--- src/hdl/span_coverage_buffer_defines.svh ---
// assertion macros for the span coverage buffer
`ifndef SPAN_COVERAGE_BUFFER_DEFINES_SVH
`define SPAN_COVERAGE_BUFFER_DEFINES_SVH
`ifndef ASSERT_OFF
`define SCB_ASSERT(lbl, prop, msg) \
  lbl: assert property (@(posedge clk) disable iff (!rst_n) prop) else $error(msg);
`define SCB_ASSERT_ALWAYS(lbl, prop, msg) \
  lbl: assert property (@(posedge clk) prop) else $error(msg);
`else
`define SCB_ASSERT(lbl, prop, msg)
`define SCB_ASSERT_ALWAYS(lbl, prop, msg)
`endif
`endif

--- src/hdl/scb_pkg.sv ---
// shared constants and types for the span coverage buffer
`timescale 1ns / 1ps
package scb_pkg;
  localparam int LINE_W          = 11;
  localparam int MAX_LINES_DEF   = 1024;
  localparam int MAX_SPANS_DEF   = 64;
  localparam int COORD_BITS_DEF  = 11;
  localparam logic [LINE_W-1:0] WIDTH_RST  = 11'd320;
  localparam logic [LINE_W-1:0] HEIGHT_RST = 11'd200;
  localparam logic REG_WIDTH  = 1'b0;
  localparam logic REG_HEIGHT = 1'b1;
  localparam logic KIND_REOPEN = 1'b0;

  typedef struct packed {
    logic [LINE_W-1:0] screen_width;
    logic [LINE_W-1:0] screen_height;
  } cfg_t;
endpackage

--- src/hdl/scb_ram.sv ---
// simple dual-port synchronous ram with registered read
`timescale 1ns / 1ps
module scb_ram import scb_pkg::*; #(
  parameter int DW = 8,
  parameter int AW = 4
) (
  input  logic          clk,
  input  logic          we,
  input  logic [AW-1:0] waddr,
  input  logic [DW-1:0] wdata,
  input  logic [AW-1:0] raddr,
  output logic [DW-1:0] rdata
);
  logic [DW-1:0] mem [0:(1<<AW)-1];

  always_ff @(posedge clk) begin
    if (we) begin
      mem[waddr] <= wdata;
    end
    rdata <= mem[raddr];
  end
endmodule

--- config.mk ---
export PLATFORM = sky130hd
export DESIGN_NAME = scb_ram
export DESIGN_NICKNAME = d
export VERILOG_FILES = /design/src/hdl/span_coverage_buffer_defines.svh /design/src/hdl/scb_pkg.sv /design/src/hdl/scb_ram.sv
export SDC_FILE = /design/constraint.sdc
export NUM_CORES = 1
export LEC_CHECK = 0
export ABC_AREA = 1
export ABC_CLOCK_PERIOD_IN_PS = 1420
export BUFFER_PORTS_ARGS = -buffer_cell sky130_fd_sc_hd__buf_2
export CAP_MARGIN = 40
export CORE_MARGIN = 1.5
export CORE_UTILIZATION = 60
export CTS_CLUSTER_DIAMETER = 200
export DETAILED_ROUTE_END_ITERATION = 12
export HOLD_SLACK_MARGIN = 0.12
export PLACE_DENSITY = 0.87
export SLEW_MARGIN = 40
export SYNTH_ARGS = -nofsm -noshare
export SYNTH_HDL_FRONTEND = slang
export SYNTH_SLANG_ARGS = --single-unit
--- constraint.sdc ---
create_clock -name clk -period 1.42 [get_ports clk]
set_input_delay 0.284 -clock clk [delete_from_list [all_inputs] [get_ports clk]]
set_output_delay 0.284 -clock clk [all_outputs]
set_load 0.1 [all_outputs]
* Word level (Yosys, flattened, before mapping)
Memories as Yosys holds them, arrays and structs flattened. A register that Yosys moved wholly into a read port is not among the register bits. Cells that the tools add are included.
Word-level totals: flip-flop bits (word level) 0, output and inout bits 8, memories kept 1, input bits 18, RAM bits 128
Cells by class: mux-type cells 2
Memories:
- mem | words 16, width 8, rd ports 1, clocked after memory_dff 1, write ports 1, RTL line scb_ram.sv:14 | logic [DW-1:0] mem [0:(1<<AW)-1];
Operators with widths (count):
- $mux 1 | 2

* Depth between registers and ports, before layout
word-level depth 2, depth in mapped cells 8, mapped depth without buffers 7

* Least setup slack after synthesis
No wires, ideal clock.
path type in2reg, start point in waddr[2], end point mem mem[10][0], enable pin, arrival 0.865 ns, library setup time 0.370 ns, buffers on the path 0, slack 0.185 ns, data required time 1.050 ns, stages 2, cell sequence nand3b_1 > nor2_1
RTL lines:
- start: declaration | RTL line scb_ram.sv:9 | input logic [AW-1:0] waddr,
- end: declaration | RTL line scb_ram.sv:14
Straight into the memory's write port.

* Final worst setup path
start point reg rdata[1] (read register of mem), end point out rdata[1]
RTL lines:
- start: declaration | RTL line scb_ram.sv:12 | output logic [DW-1:0] rdata
No word-level cell between the ends.

==> impl_metrics.ini <==
[yosys]
synth_edf_count = 128
syn_area_um2 = 5770
synth_area_leaders = edfxtp_1 (67%), nand2_1 (11%), nand3_1 (8.4%)
synth_commonest_cells = nand2_1 (173), edfxtp_1 (128), inv_1 (100), nand3_1 (97), nor2_1 (17)
synth.most_common_cell = nand2_1
synth_seq_cells = 136
synth_nets = 569
synth_cell_type_count = 12
synthFlopType = edfxtp_1
avgSynthCellArea_um2 = 10.5
async_reset_ff_share_pct = 0
ys_warn_count = 0
synth_seq_area_share_pct = 69.4
netlist.area_leader.share_pct = 66.7
synthCells = 551
synth_top_cell_by_area = edfxtp_1

[routing]
vias = 4139
drc = 0
drt_iter0_drc = 629
via_per_inst = 5.61
firstDrtPassIters = 7
wl_per_cell_um = 18.6
routed_wirelength_um = 13800
antenna_left = 0

[place]
dp_slack_ns = 0.0791
gp_congestion = 0.872
hpwl_um = 7900
port_buffers = 25

[critical_path]
r2r_slack_ns = 0.32
cp-start-kind = flip-flop
cp-endpoint = rdata[1]
path_class = reg -> out
arrival_ns = 1.13
cp_data_required_time_ns = 1.14
r2r_cells = 6
cp-end-kind = output port
slowest_stage = dfxtp_1
cp_max_fo = 1
cp_cell_sequence = buf_12
crit_start = rdata[1]
crit_cells = 1
crit_family = flip-flops
cpPeakStageDelay_ns = 0.40
r2r-end = rdata[2]
crit-reg2reg-launch = mem[10][2]
worst-path-buf-inv = 1

[clocking]
cts-root-buf = clkbuf_8
cts_max_path_buffers = 2
cts.reportedPaths.clkPinSlew_ns = 0.06
cts_buffers = 17
cts_sinks = 136
postCtsSetupBuffers = 0
h-tree-depth = 4
cts_tree = built
clk-insertion-delay-late_ns = 0.53

[timing]
max_slew_margin_pct = 75.8
setup_slack_ns = 0.00873
setup-tns-final_ns = 0
timing.final.crit_share_pct = 99.4
finalClockSkew_ns = 0.00625
rsz0062_at_grt = false
setup_viol = 0
hold_violations = 0
drv_slew = 0
fmax_ghz = 0.709
period_needed_ns = 1.41
tightestPinTransition_ns = 0.363
holdWs_ns = 0.156

[grt]
grt_pass1_vias = 3982
grt_max_degree = 65
grt_util_all_layers_pct = 29.3
grt-ovfl-total = 0
grt_pass1_wl_um = 21500
antenna_found_initial = 0

[pwr]
p_leak_uw = 0.00300
finalPower_uw = 9980
ir_drop_mv = 1.51
p_per_area_nw_per_um2 = 1460

[cells_and_area]
n_fill_cell = 576
multi_input_area_um2 = 1210
diodes = 0
layout-drive-gt1-share_pct = 13.8
nNetsFinal = 615
syn2layout_area_growth_pct = 18.8
seqCellArea_um2 = 4010

[die]
die_area_um2 = 10200
rows = 35
die_x_um = 101
pin_count = 26
start_util_pct = 62.1
core_area_um2 = 9280
die_height_um = 101

[run_status]
status = complete, no violations

[worst_hold_path]
min_path_type = in -> reg

[job]
max-cap-violations = 0
sequential cells by signal, summed over array words and instances (netlist names):
register / cells
mem: 128
rdata: 8
cells in the final DEF (no fill, tap or decap), drive strengths merged:
cell type    instances
buf                 50
bufinv               5
clkbuf              17
clkinv               7
clkinvlp             2
dfxtp                8
dlygate4sd3          1
edfxtp             128
inv                102
nand2              173
nand3               97
nand3b               2
nor2                17
kinds of logic (layout without fill, tap and decap cells):
kind of cell,after synthesis,in the layout,synth area share (%)
buf+inv,126,184,9.52
flops,136,136,69.4
simple gates,289,289,21.0
per-stage QoR:
step	utilization [%]	std cells	area, µm²
after floorplan	-	551	5770
after global placement	66.1	706	6140
after detailed placement	66.1	706	6140
after CTS	73.6	738	6830
after global routing	73.8	738	6850
final	73.8	738	6850
report_power, final:
group / switching (µW) / internal (µW) / total (µW)
Sequential: 44.0 / 4490 / 4530
Clock: 1620 / 3000 / 4620
Combinational: 587 / 237 / 824
worst min path at each step:
stage | from | to | slack [ns] | depth (start not counted)
floorplan | wdata[0] | mem[0][0] | 0.38 | 0
global placement | mem[11][6] | rdata[6] | 0.64 | 6
detailed placement | raddr[3] | rdata[1] | 0.64 | 3
CTS | wdata[1] | mem[1][1] | 0.14 | 1
global route | wdata[1] | mem[3][1] | 0.15 | 1
finish | wdata[1] | mem[1][1] | 0.16 | 1
per-layer routing:
metal / GRT usage [%] / part of all wire (%) / up-vias
li1: - / - / 1864
met1: 38.6 / 36 / 1907
met2: 46.3 / 48 / 314
met3: 7.84 / 12 / 54
met4: 13.0 / 3.9 / 0
met5: 0 / 0 / -
repair_timing:
item,in CTS,in global routing
endpoints found under the hold margin,4,0
setup endpoints to repair,8,5
hold buffers,1,0
resized for setup,20,5
final cells by class:
cell class / instances / share of cell area, %
Multi-Input combinational cell: 289 / 17.7
Tap cell: 129 / 2.36
Inverter: 102 / 5.59
Clock buffer: 17 / 6.05
Sequential cell: 136 / 58.5
Timing Repair Buffer: 51 / 6.79
Clock inverter: 14 / 3.01
Note: power is estimated with default switching activity, not from simulation.
