$ cat config.mk
export PLATFORM = sky130hd
export DESIGN_NAME = scb_cfg
export DESIGN_NICKNAME = d
export VERILOG_FILES = /design/src/hdl/span_coverage_buffer_defines.svh /design/src/hdl/scb_pkg.sv /design/src/hdl/scb_cfg.sv
export SDC_FILE = /design/constraint.sdc
export NUM_CORES = 1
export LEC_CHECK = 0
export BUFFER_PORTS_ARGS = -buffer_cell sky130_fd_sc_hd__buf_2
export CORE_UTILIZATION = 42
export CTS_CLUSTER_SIZE = 28
export DETAILED_ROUTE_END_ITERATION = 12
export GPL_TIMING_DRIVEN = 0
export PLACE_DENSITY_LB_ADDON = 0.3
export SYNTH_ARGS = -nofsm -noshare
export SYNTH_HDL_FRONTEND = slang
export SYNTH_SLANG_ARGS = --single-unit
$ cat constraint.sdc
create_clock -name clk -period 1.4 [get_ports clk]
set_input_delay 0.14 -clock clk [delete_from_list [all_inputs] [get_ports clk]]
set_output_delay 0.14 -clock clk [all_outputs]
set_load 0.05 [all_outputs]
$ cat src/hdl/span_coverage_buffer_defines.svh
// assertion macros for the span coverage buffer
`ifndef SPAN_COVERAGE_BUFFER_DEFINES_SVH
`define SPAN_COVERAGE_BUFFER_DEFINES_SVH
`ifndef ASSERT_OFF
`define SCB_ASSERT(lbl, prop, msg) \
  lbl: assert property (@(posedge clk) disable iff (!rst_n) prop) else $error(msg);
`define SCB_ASSERT_ALWAYS(lbl, prop, msg) \
  lbl: assert property (@(posedge clk) prop) else $error(msg);
`else
`define SCB_ASSERT(lbl, prop, msg)
`define SCB_ASSERT_ALWAYS(lbl, prop, msg)
`endif
`endif

$ cat src/hdl/scb_pkg.sv
// shared constants and types for the span coverage buffer
`timescale 1ns / 1ps
package scb_pkg;
  localparam int LINE_W          = 11;
  localparam int MAX_LINES_DEF   = 1024;
  localparam int MAX_SPANS_DEF   = 64;
  localparam int COORD_BITS_DEF  = 11;
  localparam logic [LINE_W-1:0] WIDTH_RST  = 11'd320;
  localparam logic [LINE_W-1:0] HEIGHT_RST = 11'd200;
  localparam logic REG_WIDTH  = 1'b0;
  localparam logic REG_HEIGHT = 1'b1;
  localparam logic KIND_REOPEN = 1'b0;

  typedef struct packed {
    logic [LINE_W-1:0] screen_width;
    logic [LINE_W-1:0] screen_height;
  } cfg_t;
endpackage

$ cat src/hdl/scb_cfg.sv
// configuration registers behind the apb port
`timescale 1ns / 1ps
module scb_cfg import scb_pkg::*; (
  input  logic        clk,
  input  logic        rst_n,
  input  logic        psel,
  input  logic        penable,
  input  logic        pwrite,
  input  logic [2:0]  paddr,
  input  logic [31:0] pwdata,
  output logic [31:0] prdata,
  output logic        pready,
  output cfg_t        cfg
);
  cfg_t cfg_r;

  always_ff @(posedge clk) begin
    if (!rst_n) begin
      cfg_r.screen_width  <= WIDTH_RST;
      cfg_r.screen_height <= HEIGHT_RST;
    end else if (psel && penable && pwrite) begin
      unique case (paddr[2])
        REG_WIDTH:  cfg_r.screen_width  <= pwdata[LINE_W-1:0];
        REG_HEIGHT: cfg_r.screen_height <= pwdata[LINE_W-1:0];
        default: ;
      endcase
    end
  end

  always_comb begin
    unique case (paddr[2])
      REG_WIDTH:  prdata = {{(32-LINE_W){1'b0}}, cfg_r.screen_width};
      REG_HEIGHT: prdata = {{(32-LINE_W){1'b0}}, cfg_r.screen_height};
      default:    prdata = '0;
    endcase
  end

  assign pready = 1'b1;
  assign cfg    = cfg_r;
endmodule

-- Yosys cells after proc, flatten, opt, wreduce, memory -nomap -nowiden
Cells that the tools add are included.
- multiplexer cells: 1
- bitwise logic cells: 1
- reductions and logical operators: 4
- operators by type and width (operator ; number):
    32-bit case mux with 2 select lines ; 1
    2-bit AND reduction ; 2
    1-bit logical AND ; 2
    1-bit NOT ; 1
- register bits after elaboration: 22
- bits of input ports: 40
- output and inout bits: 55
- word-level logic and storage cells: 8

-- Logic depth before layout (Yosys ltp)
- word-level depth: 3
- depth in mapped cells: 4
- depth with buffers taken out: 2

-- Worst setup path before layout
OpenSTA, ideal clock, no wires.
- kind: register to output
- start point: reg cfg_r (netlist bit cfg[3])
- end point: out prdata[3]
- data arrival time: 1.049 ns
- required time: 1.260 ns
- path slack: 0.211 ns
- cell stages (with the launch flop): 2
- buffers on the path: 0
- cell sequence: dfxtp_1 mux2_2
- longest elaborated chain between the ends: 1
- RTL lines (item ; line ; text):
    start: declaration ; scb_cfg.sv:15 ; cfg_t cfg_r;
    32-bit case mux with 2 select lines ; scb_cfg.sv:31 ; unique case (paddr[2])
    end: declaration ; scb_cfg.sv:11 ; output logic [31:0] prdata,
No other way between the ends. The select of a mux whose other input is x is not followed.

-- Worst setup path after layout
Same ends and word-level chain as after synthesis.

==> impl_metrics.csv <==
group,metric,value,unit
run_status,status,"finished, final reports clean",
timing,finClkSkew,0,ps
synthesis,synth_top_family_by_area,"multiplexers",
floorplan,die_w,55.3,um
final_layout,fin_nets,239,
synthesis,synthSimpleGateAreaFrac,16.1,%
global_route,overflow,0,
min_path,hold_path_startpoint,"pwdata[3]",
min_path,min_to,"cfg[14]",
place,place_ws,128,ps
global_route,grt_usage,19.2,%
pwr,finalPower,1.56,mW
clock_tree,cts_repair_resize_count,0,
synthesis,synth_xor_area_share,0,%
synthesis,synth_fa_ha_area_share,0,%
route,vias,1034,
setup_path,critPathCaptureType,"primary output",
timing,timing.fmax,776,MHz
timing,layout_worst_path_cycle_share,92.0,%
setup_path,rr_startpoint,"cfg[3]",
place,dp_hpwl,2070,um
clock_tree,cts_setup_buffers,0,
setup_path,r2r-end,"cfg[3]",
setup_path,crit_slowest_cell,"dfxtp_1",
clock_tree,cts-root-buf,"clkbuf_4",
setup_path,worst_r2r_path_depth,2,
synthesis,ys_top_cells_by_area,"dfxtp_1, mux2i_1, buf_4",
global_route,antenna_found_initial,0,
floorplan,dieArea,0.00306,sq mm
timing,hold_viol,0,
clock_tree,insertion_delay,320,ps
synthesis,synth_top_cell_by_area,"dfxtp_1",
final_layout,syn_to_final_growth,34.0,%
synthesis,seq_area_frac_synth,36.9,%
route,viasPerCell,4.54,
setup_path,path_max_fanout,3,
final_layout,final_common_cell,"buf_2",
synthesis,synthMuxAreaShare,28.9,%
route,routed_wl,2750,um
clock_tree,hold_buffers,0,
pwr,vdd_drop_max,0.614,mV
clock_tree,clk_pin_slew_worst_paths,130,ps
floorplan,core-area,0.00259,sq mm
setup_path,cp-start-kind,"flip-flop",
route,drt-initial-drc-count,12,
floorplan,start_util,46.0,%
clock_tree,cts.sinks,22,
timing,tns,0,ps
timing,rsz0062_at_grt,"false",
synthesis,synth_compound_area_share,0,%
global_route,first_global_vias,988,
min_path,holdPathStages,3,
clock_tree,h-tree-depth,1,
synthesis,syn_area,0.00119,sq mm
place,portBuffers,48,
global_route,grt_max_degree,14,
final_layout,num_antenna_cells,0,
route,drcViolationCount,0,
floorplan,die_h,55.3,um
min_path,hold_class,"input pin to flip-flop",
setup_path,critPathArrivalTime,1150,ps
timing,setup_viol,0,
final_layout,final_cell_mix,"buf_2, nand2_1, buf_4",
job,max_cap_violations,0,
setup_path,ff2ff_setup_slack,750,ps
setup_path,max_stage_delay,350,ps
synthesis,synth.avg_cell_area,9.46,sq um
route,drtAntennaViolNets,0,
place,place_congestion,0.726,
setup_path,worst-setup-path-type,"flip-flop to primary output",
timing,setup_slack,112,ps
global_route,grt_pass1_wl,4690,um
synthesis,synth-seq-cells,22,
clock_tree,cts_max_path_buffers,2,
timing,finalWorstPathRequiredPeriod,1290,ps
synthesis,synth_top_area_share,36.9,%
synthesis,synthCells,126,
floorplan,io_pins,95,
route,first_pass_iters,2,
route,post_drt_wl_per_cell,12.1,um
pwr,power_density,975,mW/mm^2
setup_path,crit_chain,"mux2_2, buf_2",
setup_path,crit_required,1260,ps
final_layout,drive_above_1_share,46.5,%
floorplan,row_count,18,
clock_tree,cts_tree,"done",
synthesis,synth_cell_types,13,
timing,report.final.slew_viol_count,0,
pwr,p_leak,0.864,nW
synthesis,synth_warnings,0,
clock_tree,numCtsBuffers,3,
final_layout,largest_reg_flops,22,
==> cells in the mapped netlist <==
cell	n
and4_1	1
and4b_1	1
buf_2	5
buf_4	23
buf_6	1
conb_1	2
dfxtp_1	22
mux2_2	11
mux2i_1	22
nand2_1	27
nand4_1	1
nand4b_1	1
nor2b_1	9
==> per-stage QoR <==
stage / std cells / area, sq um / util, % / hold WS, ps
4_1_cts: 228 / 1600 / 61.7 / 55.5
2_1_floorplan: 146 / 1270 / - / 282
5_1_grt: 228 / 1600 / 61.7 / 61.9
3_3_place_gp: 224 / 1550 / 59.7 / 405
6_report: 228 / 1600 / 61.7 / 65.4
3_5_place_dp: 224 / 1550 / 59.7 / 413
==> power breakdown <==
| part | total, mW | switching, mW | internal [mW] |
|---|---|---|---|
| Clock | 0.495 | 0.206 | 0.290 |
| Sequential | 0.649 | 0.00940 | 0.640 |
| Combinational | 0.413 | 0.297 | 0.117 |
| Total | 1.56 | 0.512 | 1.05 |
==> how the worst max path moves through the flow <==
stage                        start   endpoint  cells past startpoint
final                       cfg[3]  prdata[3]                      2
after global routing        cfg[3]  prdata[3]                      2
after CTS                   cfg[3]  prdata[3]                      2
after detailed placement  paddr[2]  prdata[3]                      4
after global placement    paddr[2]  prdata[6]                      4
after floorplan             cfg[3]  prdata[3]                      1
==> logic make-up after synthesis <==
logic type / Yosys count
simple gates: 40
other cells: 2
flops: 22
buf+inv: 29
mux: 33
==> critical path: cells and delay by family (launching register included) <==
kind                   cells  cell delay [ps]
flip-flops                 1              350
multiplexers               1              270
buffers and inverters      1              210
==> routing by layer <==
layer	vias to the layer above	track usage (%)	wire length, um
met1	474	23.2	1130
met2	42	34.6	1430
met3	0	6.32	190
met4	0	1.07	0
li1	518	-	-
met5	-	0	0
==> final cells by class <==
cell class,count,area [sq um]
Fill cell,238,992
Multi-Input combinational cell,95,618
Sequential cell,22,440
Timing Repair Buffer,48,240
Buffer,29,209
Tap cell,30,37.5
Clock inverter,1,30.0
Clock buffer,3,22.5
(Power assumes the default switching activity.)
